**src/dcc_pkg.sv**
```systemverilog
// Package for the DAG cycle check unit: sizes, input command codes,
// controller states and the controller/datapath interface structs.
// No dependencies.
`timescale 1ns / 1ps

package dcc_pkg;

    localparam int MAX_NODES        = 32;
    localparam int NODE_W           = $clog2(MAX_NODES);
    localparam int COUNT_W          = 6;
    localparam logic [COUNT_W-1:0] NODE_COUNT_RESET = COUNT_W'(MAX_NODES);

    // Input item command codes
    localparam logic CMD_ADD_EDGE = 1'b0;
    localparam logic CMD_EVAL     = 1'b1;

    typedef logic [MAX_NODES-1:0] t_node_mask;

    typedef enum logic {
        S_IDLE,
        S_PEEL
    } t_state;

    // Controller to datapath
    typedef struct packed {
        logic add_edge;     // store the edge of the accepted item
        logic eval_start;   // load the alive mask with the in-use nodes
        logic peel_step;    // drop every alive node with an empty column
        logic finish;       // capture the result, clear the matrix
    } t_dp_cmd;

    // Datapath to controller
    typedef struct packed {
        logic progress;     // at least one node can be removed this cycle
    } t_dp_status;

endpackage

```
**src/dcc_datapath.sv**
```systemverilog
// Datapath of the DAG cycle check unit: adjacency bit matrix, alive mask,
// node count register and result bit. Driven by dcc_ctrl; uses dcc_pkg.
`timescale 1ns / 1ps

module dcc_datapath
    import dcc_pkg::*;
(
    input  logic                i_clk,
    input  logic                i_rst_n,
    input  logic                i_cfg_wr_en,
    input  logic [COUNT_W-1:0]  i_cfg_wr_data,
    input  logic [NODE_W-1:0]   i_source_node,
    input  logic [NODE_W-1:0]   i_target_node,
    input  t_dp_cmd             i_cmd,
    output t_dp_status          o_status,
    output logic                o_is_acyclic
);

    t_node_mask          r_matrix [MAX_NODES];
    t_node_mask          r_alive;
    logic [COUNT_W-1:0]  r_node_count;
    logic                r_is_acyclic;

    logic [COUNT_W-1:0]  w_used_count;
    t_node_mask          w_used_mask;
    t_node_mask          w_col_busy;
    t_node_mask          w_remove;
    logic                w_any_edge;

    // Clamp node_count into 1..MAX_NODES
    always_comb begin
        if (r_node_count == '0) begin
            w_used_count = COUNT_W'(1);
        end else if (r_node_count > COUNT_W'(MAX_NODES)) begin
            w_used_count = COUNT_W'(MAX_NODES);
        end else begin
            w_used_count = r_node_count;
        end
    end

    always_comb begin
        for (int r = 0; r < MAX_NODES; r++) begin
            w_used_mask[r] = (COUNT_W'(r) < w_used_count);
        end
    end

    // A removed node's row counts as zeroed: only alive rows feed the columns.
    always_comb begin
        w_col_busy = '0;
        w_any_edge = 1'b0;
        for (int r = 0; r < MAX_NODES; r++) begin
            w_col_busy = w_col_busy | (r_matrix[r] & {MAX_NODES{r_alive[r]}});
            w_any_edge = w_any_edge | (|r_matrix[r]);
        end
    end

    assign w_remove          = r_alive & ~w_col_busy;
    assign o_status.progress = |w_remove;
    assign o_is_acyclic      = r_is_acyclic;

    always_ff @(posedge i_clk) begin
        if (!i_rst_n) begin
            r_node_count <= NODE_COUNT_RESET;
        end else if (i_cfg_wr_en) begin
            r_node_count <= i_cfg_wr_data;
        end
    end

    always_ff @(posedge i_clk) begin
        if (!i_rst_n) begin
            for (int r = 0; r < MAX_NODES; r++) begin
                r_matrix[r] <= '0;
            end
            r_alive <= '1;
        end else begin
            if (i_cmd.add_edge) begin
                r_matrix[i_source_node][i_target_node] <= 1'b1;
            end
            if (i_cmd.eval_start) begin
                r_alive <= w_used_mask;
            end else if (i_cmd.peel_step) begin
                r_alive <= r_alive & ~w_remove;
            end else if (i_cmd.finish) begin
                r_alive <= '1;
            end
            if (i_cmd.finish) begin
                for (int r = 0; r < MAX_NODES; r++) begin
                    r_matrix[r] <= '0;
                end
            end
        end
    end

    always_ff @(posedge i_clk) begin
        if (i_cmd.finish) begin
            r_is_acyclic <= (r_alive == '0);
        end
    end

    a_peel_only_drops: assert property (@(posedge i_clk) disable iff (!i_rst_n)
        i_cmd.peel_step |=> ((r_alive & ~$past(r_alive)) == '0))
        else $error("peel step revived a node");

    a_finish_clears: assert property (@(posedge i_clk) disable iff (!i_rst_n)
        i_cmd.finish |=> (!w_any_edge && (r_alive == '1)))
        else $error("matrix not cleared after evaluation");

    a_start_in_use: assert property (@(posedge i_clk) disable iff (!i_rst_n)
        i_cmd.eval_start |=> ((r_alive & ~w_used_mask) == '0) && (r_alive != '0))
        else $error("alive mask holds nodes outside node_count");

endmodule

```
**src/dcc_ctrl.sv**
```systemverilog
// Controller of the DAG cycle check unit: input and output handshakes and
// the idle/peel state machine that sequences dcc_datapath. Uses dcc_pkg.
`timescale 1ns / 1ps

module dcc_ctrl
    import dcc_pkg::*;
(
    input  logic        i_clk,
    input  logic        i_rst_n,
    input  logic        i_in_valid,
    output logic        o_in_stall,
    input  logic        i_command,
    output logic        o_out_valid,
    input  logic        i_out_stall,
    output t_dp_cmd     o_cmd,
    input  t_dp_status  i_status
);

    t_state r_state;
    t_state n_state;
    logic   r_out_valid;
    logic   n_out_valid;
    logic   w_in_accept;
    logic   w_out_free;

    assign o_in_stall  = (r_state != S_IDLE);
    assign w_in_accept = i_in_valid && !o_in_stall;
    assign w_out_free  = !r_out_valid || !i_out_stall;
    assign o_out_valid = r_out_valid;

    always_ff @(posedge i_clk) begin
        if (!i_rst_n) begin
            r_state     <= S_IDLE;
            r_out_valid <= 1'b0;
        end else begin
            r_state     <= n_state;
            r_out_valid <= n_out_valid;
        end
    end

    always_comb begin
        n_state     = r_state;
        o_cmd       = '0;
        n_out_valid = r_out_valid && i_out_stall;
        unique case (r_state)
            S_IDLE: begin
                if (w_in_accept) begin
                    if (i_command == CMD_EVAL) begin
                        o_cmd.eval_start = 1'b1;
                        n_state          = S_PEEL;
                    end else begin
                        o_cmd.add_edge   = 1'b1;
                    end
                end
            end
            S_PEEL: begin
                if (i_status.progress) begin
                    o_cmd.peel_step = 1'b1;
                end else if (w_out_free) begin
                    // nothing left to remove: hand out the result
                    o_cmd.finish = 1'b1;
                    n_out_valid  = 1'b1;
                    n_state      = S_IDLE;
                end
            end
            default: begin
                n_state = S_IDLE;
            end
        endcase
    end

    a_result_after_peel: assert property (@(posedge i_clk) disable iff (!i_rst_n)
        $rose(r_out_valid) |-> ($past(r_state) == S_PEEL))
        else $error("result raised outside evaluation");

    a_finish_to_idle: assert property (@(posedge i_clk) disable iff (!i_rst_n)
        o_cmd.finish |=> ((r_state == S_IDLE) && r_out_valid))
        else $error("evaluation end did not return to idle with a result");

endmodule

```
**src/dag_cycle_check_unit.sv**
```systemverilog
// Top level of the DAG cycle check unit: joins dcc_ctrl and dcc_datapath.
// Uses dcc_pkg.
`timescale 1ns / 1ps

// Builds a directed graph one edge per item into a 32 by 32 adjacency bit
// matrix and, on an evaluate item, reports whether it is acyclic. An add-edge
// item gives no result. An evaluate item stalls the input through its removal
// rounds: each round ORs every in-use alive row of the matrix into a
// column mask and drops all alive nodes with an empty column at once. The
// final step loads the output register, clears the whole matrix and reopens
// the input; it waits there while an earlier result is still stalled. Self
// loops count as cycles. Write node_count only while the block is idle.

module dag_cycle_check_unit
    import dcc_pkg::*;
(
    input  logic                i_clk,
    input  logic                i_rst_n,
    input  logic                i_cfg_wr_en,
    input  logic [COUNT_W-1:0]  i_cfg_wr_data,
    input  logic                i_in_valid,
    output logic                o_in_stall,
    input  logic                i_command,
    input  logic [NODE_W-1:0]   i_source_node,
    input  logic [NODE_W-1:0]   i_target_node,
    output logic                o_out_valid,
    input  logic                i_out_stall,
    output logic                o_is_acyclic
);

    t_dp_cmd    w_cmd;
    t_dp_status w_status;

    dcc_ctrl u_ctrl (
        .i_clk       (i_clk),
        .i_rst_n     (i_rst_n),
        .i_in_valid  (i_in_valid),
        .o_in_stall  (o_in_stall),
        .i_command   (i_command),
        .o_out_valid (o_out_valid),
        .i_out_stall (i_out_stall),
        .o_cmd       (w_cmd),
        .i_status    (w_status)
    );

    dcc_datapath u_datapath (
        .i_clk         (i_clk),
        .i_rst_n       (i_rst_n),
        .i_cfg_wr_en   (i_cfg_wr_en),
        .i_cfg_wr_data (i_cfg_wr_data),
        .i_source_node (i_source_node),
        .i_target_node (i_target_node),
        .i_cmd         (w_cmd),
        .o_status      (w_status),
        .o_is_acyclic  (o_is_acyclic)
    );

endmodule

```
**config.mk**
```make
export PLATFORM = sky130hd
export DESIGN_NAME = dag_cycle_check_unit
export DESIGN_NICKNAME = d
export VERILOG_FILES = /design/src/dcc_pkg.sv /design/src/dcc_datapath.sv /design/src/dcc_ctrl.sv /design/src/dag_cycle_check_unit.sv
export SDC_FILE = /design/constraint.sdc
export NUM_CORES = 2
export LEC_CHECK = 0
export BUFFER_PORTS_ARGS = -buffer_cell sky130_fd_sc_hd__buf_2
export CAP_MARGIN = 20
export CORE_MARGIN = 4
export CORE_UTILIZATION = 55
export CTS_CLUSTER_DIAMETER = 150
export DETAILED_ROUTE_END_ITERATION = 7
export PLACE_DENSITY = 0.79
export SYNTH_ARGS = -nofsm -noshare
export SYNTH_HDL_FRONTEND = slang
export SYNTH_HIERARCHICAL = 1
export SYNTH_SLANG_ARGS = --single-unit
export TNS_END_PERCENT = 1
```
**constraint.sdc**
```tcl
create_clock -name i_clk -period 4.4 [get_ports i_clk]
set_input_delay 0.88 -clock i_clk [delete_from_list [all_inputs] [get_ports i_clk]]
set_output_delay 0.88 -clock i_clk [all_outputs]
set_load 0.01 [all_outputs]
```
==> results.py <==
metrics = {
    "layout": {
        "final_nets": 3684,
        "drive_gt1_frac": 0.143,
        "fin_cells": 4690,
        "postLayoutCoreUtil": 0.637,
        "fillers": 5471,
        "finish.instance_area_um2": 44900,
        "area_delta_synth_final_pct": 14.5,
    },
    "clock_tree": {
        "cts_tree": "done",
        "clkSinkCount": 1065,
        "insertion_delay_ns": 0.68,
        "cts_inserted_buffers": 102,
        "clk_transition_reported_paths_ns": 0.06,
        "cts_max_level": 3,
        "clk_path_buf_depth": 3,
        "clock_tree.root_cell": "clkbuf_16",
    },
    "logic_synthesis": {
        "synthTopCellsByCount": "dfxtp_1 (1064), a22o_1 (917), a22oi_1 (410), nand2_1 (258), clkbuf_1 (255)",
        "yosysSeqAreaShare": 0.544,
        "synth_area_um2": 39200,
        "syn_nets": 3770,
        "synthCells": 3748,
        "synth_edf_count": 1,
        "async_flop_share": 0,
        "synth_cell_type_count": 46,
        "synth_area_leaders": "dfxtp_1 (54%), a22o_1 (20%), a22oi_1 (7.9%)",
        "ys.flop_type": "dfxtp_1",
        "synth.avg_cell_area_um2": 10.5,
        "ys_ff_latch": 1065,
        "synth_top_area_frac": 0.543,
        "ys_warn_count": 6,
        "synth_top_cell_by_area": "dfxtp_1",
        "synthMostInstantiatedCell": "dfxtp_1",
    },
    "route": {
        "vias": 35200,
        "viasPerCell": 7.51,
        "wl_per_cell_um": 31.6,
        "postRouteAntennaNets": 0,
        "drtIter0Drc": 6895,
        "wirelength_mm": 148,
        "firstDrtPassIters": 8,
        "drcViolationCount": 0,
    },
    "floorplanning": {
        "die_y_um": 275,
        "pin_count": 25,
        "fp.coreArea_um2": 70400,
        "die_w_um": 275,
        "fp-row-count": 97,
        "start_util": 0.557,
        "die_area_um2": 75600,
    },
    "sta": {
        "timing.setup.tns_ns": -5.88,
        "slew_violations": 0,
        "fmax_mhz": 224,
        "slew_headroom": 0.207,
        "setup_violations": 192,
        "hold_viol": 0,
        "fin_ws_ns": -0.0676,
        "clock_skew_ns": 0.0446,
        "finalCriticalPeriod_ns": 4.47,
        "finalCritPeriodShare": 1.02,
        "worst_pin_slew_ns": 1.19,
    },
    "status": {
        "status": "finished, violations left",
        "failed_checks": "setup timing",
    },
    "grt": {
        "antenna_found_initial": 3,
        "grt_max_degree": 215,
        "grt_pass1_wl_mm": 215,
        "grt_usage": 0.376,
        "grt.overflow.total": 0,
        "first_global_vias": 32700,
    },
    "setup_path": {
        "required_ns": 4.94,
        "reg2reg_slack_ns": -0.07,
        "critical_path_class": "reg2reg",
        "crit_fanout": 214,
        "arrival_ns": 5.01,
        "r2r-end": "u_datapath/r_matrix[29][5]",
        "r2r_start": "u_datapath/r_alive[2]",
        "endpoint": "u_datapath/r_matrix[29][5]",
        "startpoint": "u_datapath/r_alive[2]",
        "rr_worst_depth": 13,
        "startpoint_type": "flip-flop",
        "cp-end-kind": "flip-flop",
    },
    "min_path": {
        "hold_class": "in2reg",
    },
    "flow_run": {
        "drv_cap": 0,
    },
    "pwr": {
        "leakagePower_nw": 16.7,
        "power_mw": 20.3,
        "vdd_drop_max_v": 0.000376,
        "cellPowerDensity_nw_per_um2": 453,
    },
    "placement": {
        "gp_congestion": 1.00,
        "dp_hpwl_mm": 87.2,
        "placed_cell_area_um2": 41200,
        "portBuffers": 24,
        "placed_cells": 4497,
    },
}
==> metal layers <==
| layer | routed length, um | part of all wire | track usage | vias up |
|---|---|---|---|---|
| li1 | - | - | - | 14300 |
| met4 | 12400 | 0.083 | 0.248 | 6 |
| met5 | 63 | 0.00043 | 0.00899 | - |
| met2 | 60000 | 0.40 | 0.537 | 3151 |
| met1 | 53300 | 0.36 | 0.494 | 16900 |
| met3 | 22500 | 0.15 | 0.111 | 867 |
==> state kept, by name, summed over array words and instances, names as in the netlist <==
name                     flops
u_datapath/r_matrix       1024
u_datapath/o_is_acyclic      1
u_ctrl/o_out_valid           1
u_datapath/r_alive          32
u_datapath/r_node_count      6
u_ctrl/o_in_stall            1
==> cell usage in the layout, fill, tap and decap left out, types with 9 or more instances in the layout <==
cell type	n
nor2_1	45
clkbuf_16	103
nor4_1	11
a221oi_1	52
buf_12	59
dfxtp_4	13
buf_2	24
buf_4	163
nor3_1	25
o21ai_1	37
dfxtp_1	1032
nor2_4	32
nor2b_1	9
bufinv_16	13
clkbuf_1	12
nand2b_1	11
a21oi_1	46
nand3_1	21
a22oi_1	410
nand2_1	258
dfxtp_2	19
clkbuf_8	19
a22o_1	917
o21ai_0	156
nand4_1	106
nor2_2	27
clkinv_2	30
==> through the flow <==
stage	worst slack, ns	hold slack, ns
floorplan	1.07	0.425
global placement	0.148	0.433
detailed placement	0.0643	0.441
CTS	0.0959	0.417
global route	-0.0190	0.449
finish	-0.0676	0.423
==> power breakdown <==
group          internal [mW]  leakage [nW]  switching [mW]  total [mW]
Clock                   5.39          1.75            3.89        9.27
Combinational          0.270          6.37           0.867        1.14
Sequential              9.68          8.57           0.246        9.92
==> final cells by class <==
class | count | area [um^2] | share of cell area
Tap cell | 940 | 1180 | 0.0262
Clock inverter | 55 | 653 | 0.0146
Inverter | 3 | 11.3 | 0.000251
Sequential cell | 1065 | 21400 | 0.477
Timing Repair Buffer | 249 | 2590 | 0.0577
Antenna cell | 3 | 7.51 | 0.000167
Multi-Input combinational cell | 2241 | 16100 | 0.360
Clock buffer | 134 | 2880 | 0.0643
==> worst min-delay path by stage <==
stage	from	endpoint	slack, ns	depth (start not counted)
after floorplan	u_datapath/r_matrix[0][1]	u_datapath/r_matrix[0][1]	0.43	2
after global placement	u_datapath/r_matrix[15][4]	u_datapath/r_matrix[15][4]	0.43	2
after detailed placement	u_datapath/r_matrix[5][1]	u_datapath/r_matrix[5][1]	0.44	2
after CTS	i_cfg_wr_data[5]	u_datapath/r_node_count[5]	0.42	3
after global routing	i_cfg_wr_data[5]	u_datapath/r_node_count[5]	0.45	3
final	i_cfg_wr_data[5]	u_datapath/r_node_count[5]	0.42	3
==> timing repair <==
action	in CTS	in global routing
resized for setup	2	23
buffers inserted	0	0
setup endpoints to repair	199	1037
gates cloned	0	0
hold buffers	0	0
==> kinds of logic after synthesis <==
| kind of cell | share of synthesized area |
|---|---|
| compound gates | 0.332 |
| buf+inv | 0.0524 |
| flops | 0.544 |
| mux | 0.00128 |
| simple gates | 0.0703 |
==> critical path: stages (launching register included) <==
cell and delay, ns:
dfxtp_2 0.66, buf_4 0.45, a221oi_1 0.22, nand4_1 0.22
nor3_2 0.12, a22oi_1 0.26, nand4_1 0.12, or4_1 0.64
nand2b_1 0.21, a21oi_1 0.31, buf_4 0.19, nor2b_4 0.07
buf_16 0.26, a22o_1 0.41
(Power assumes the default switching activity.)
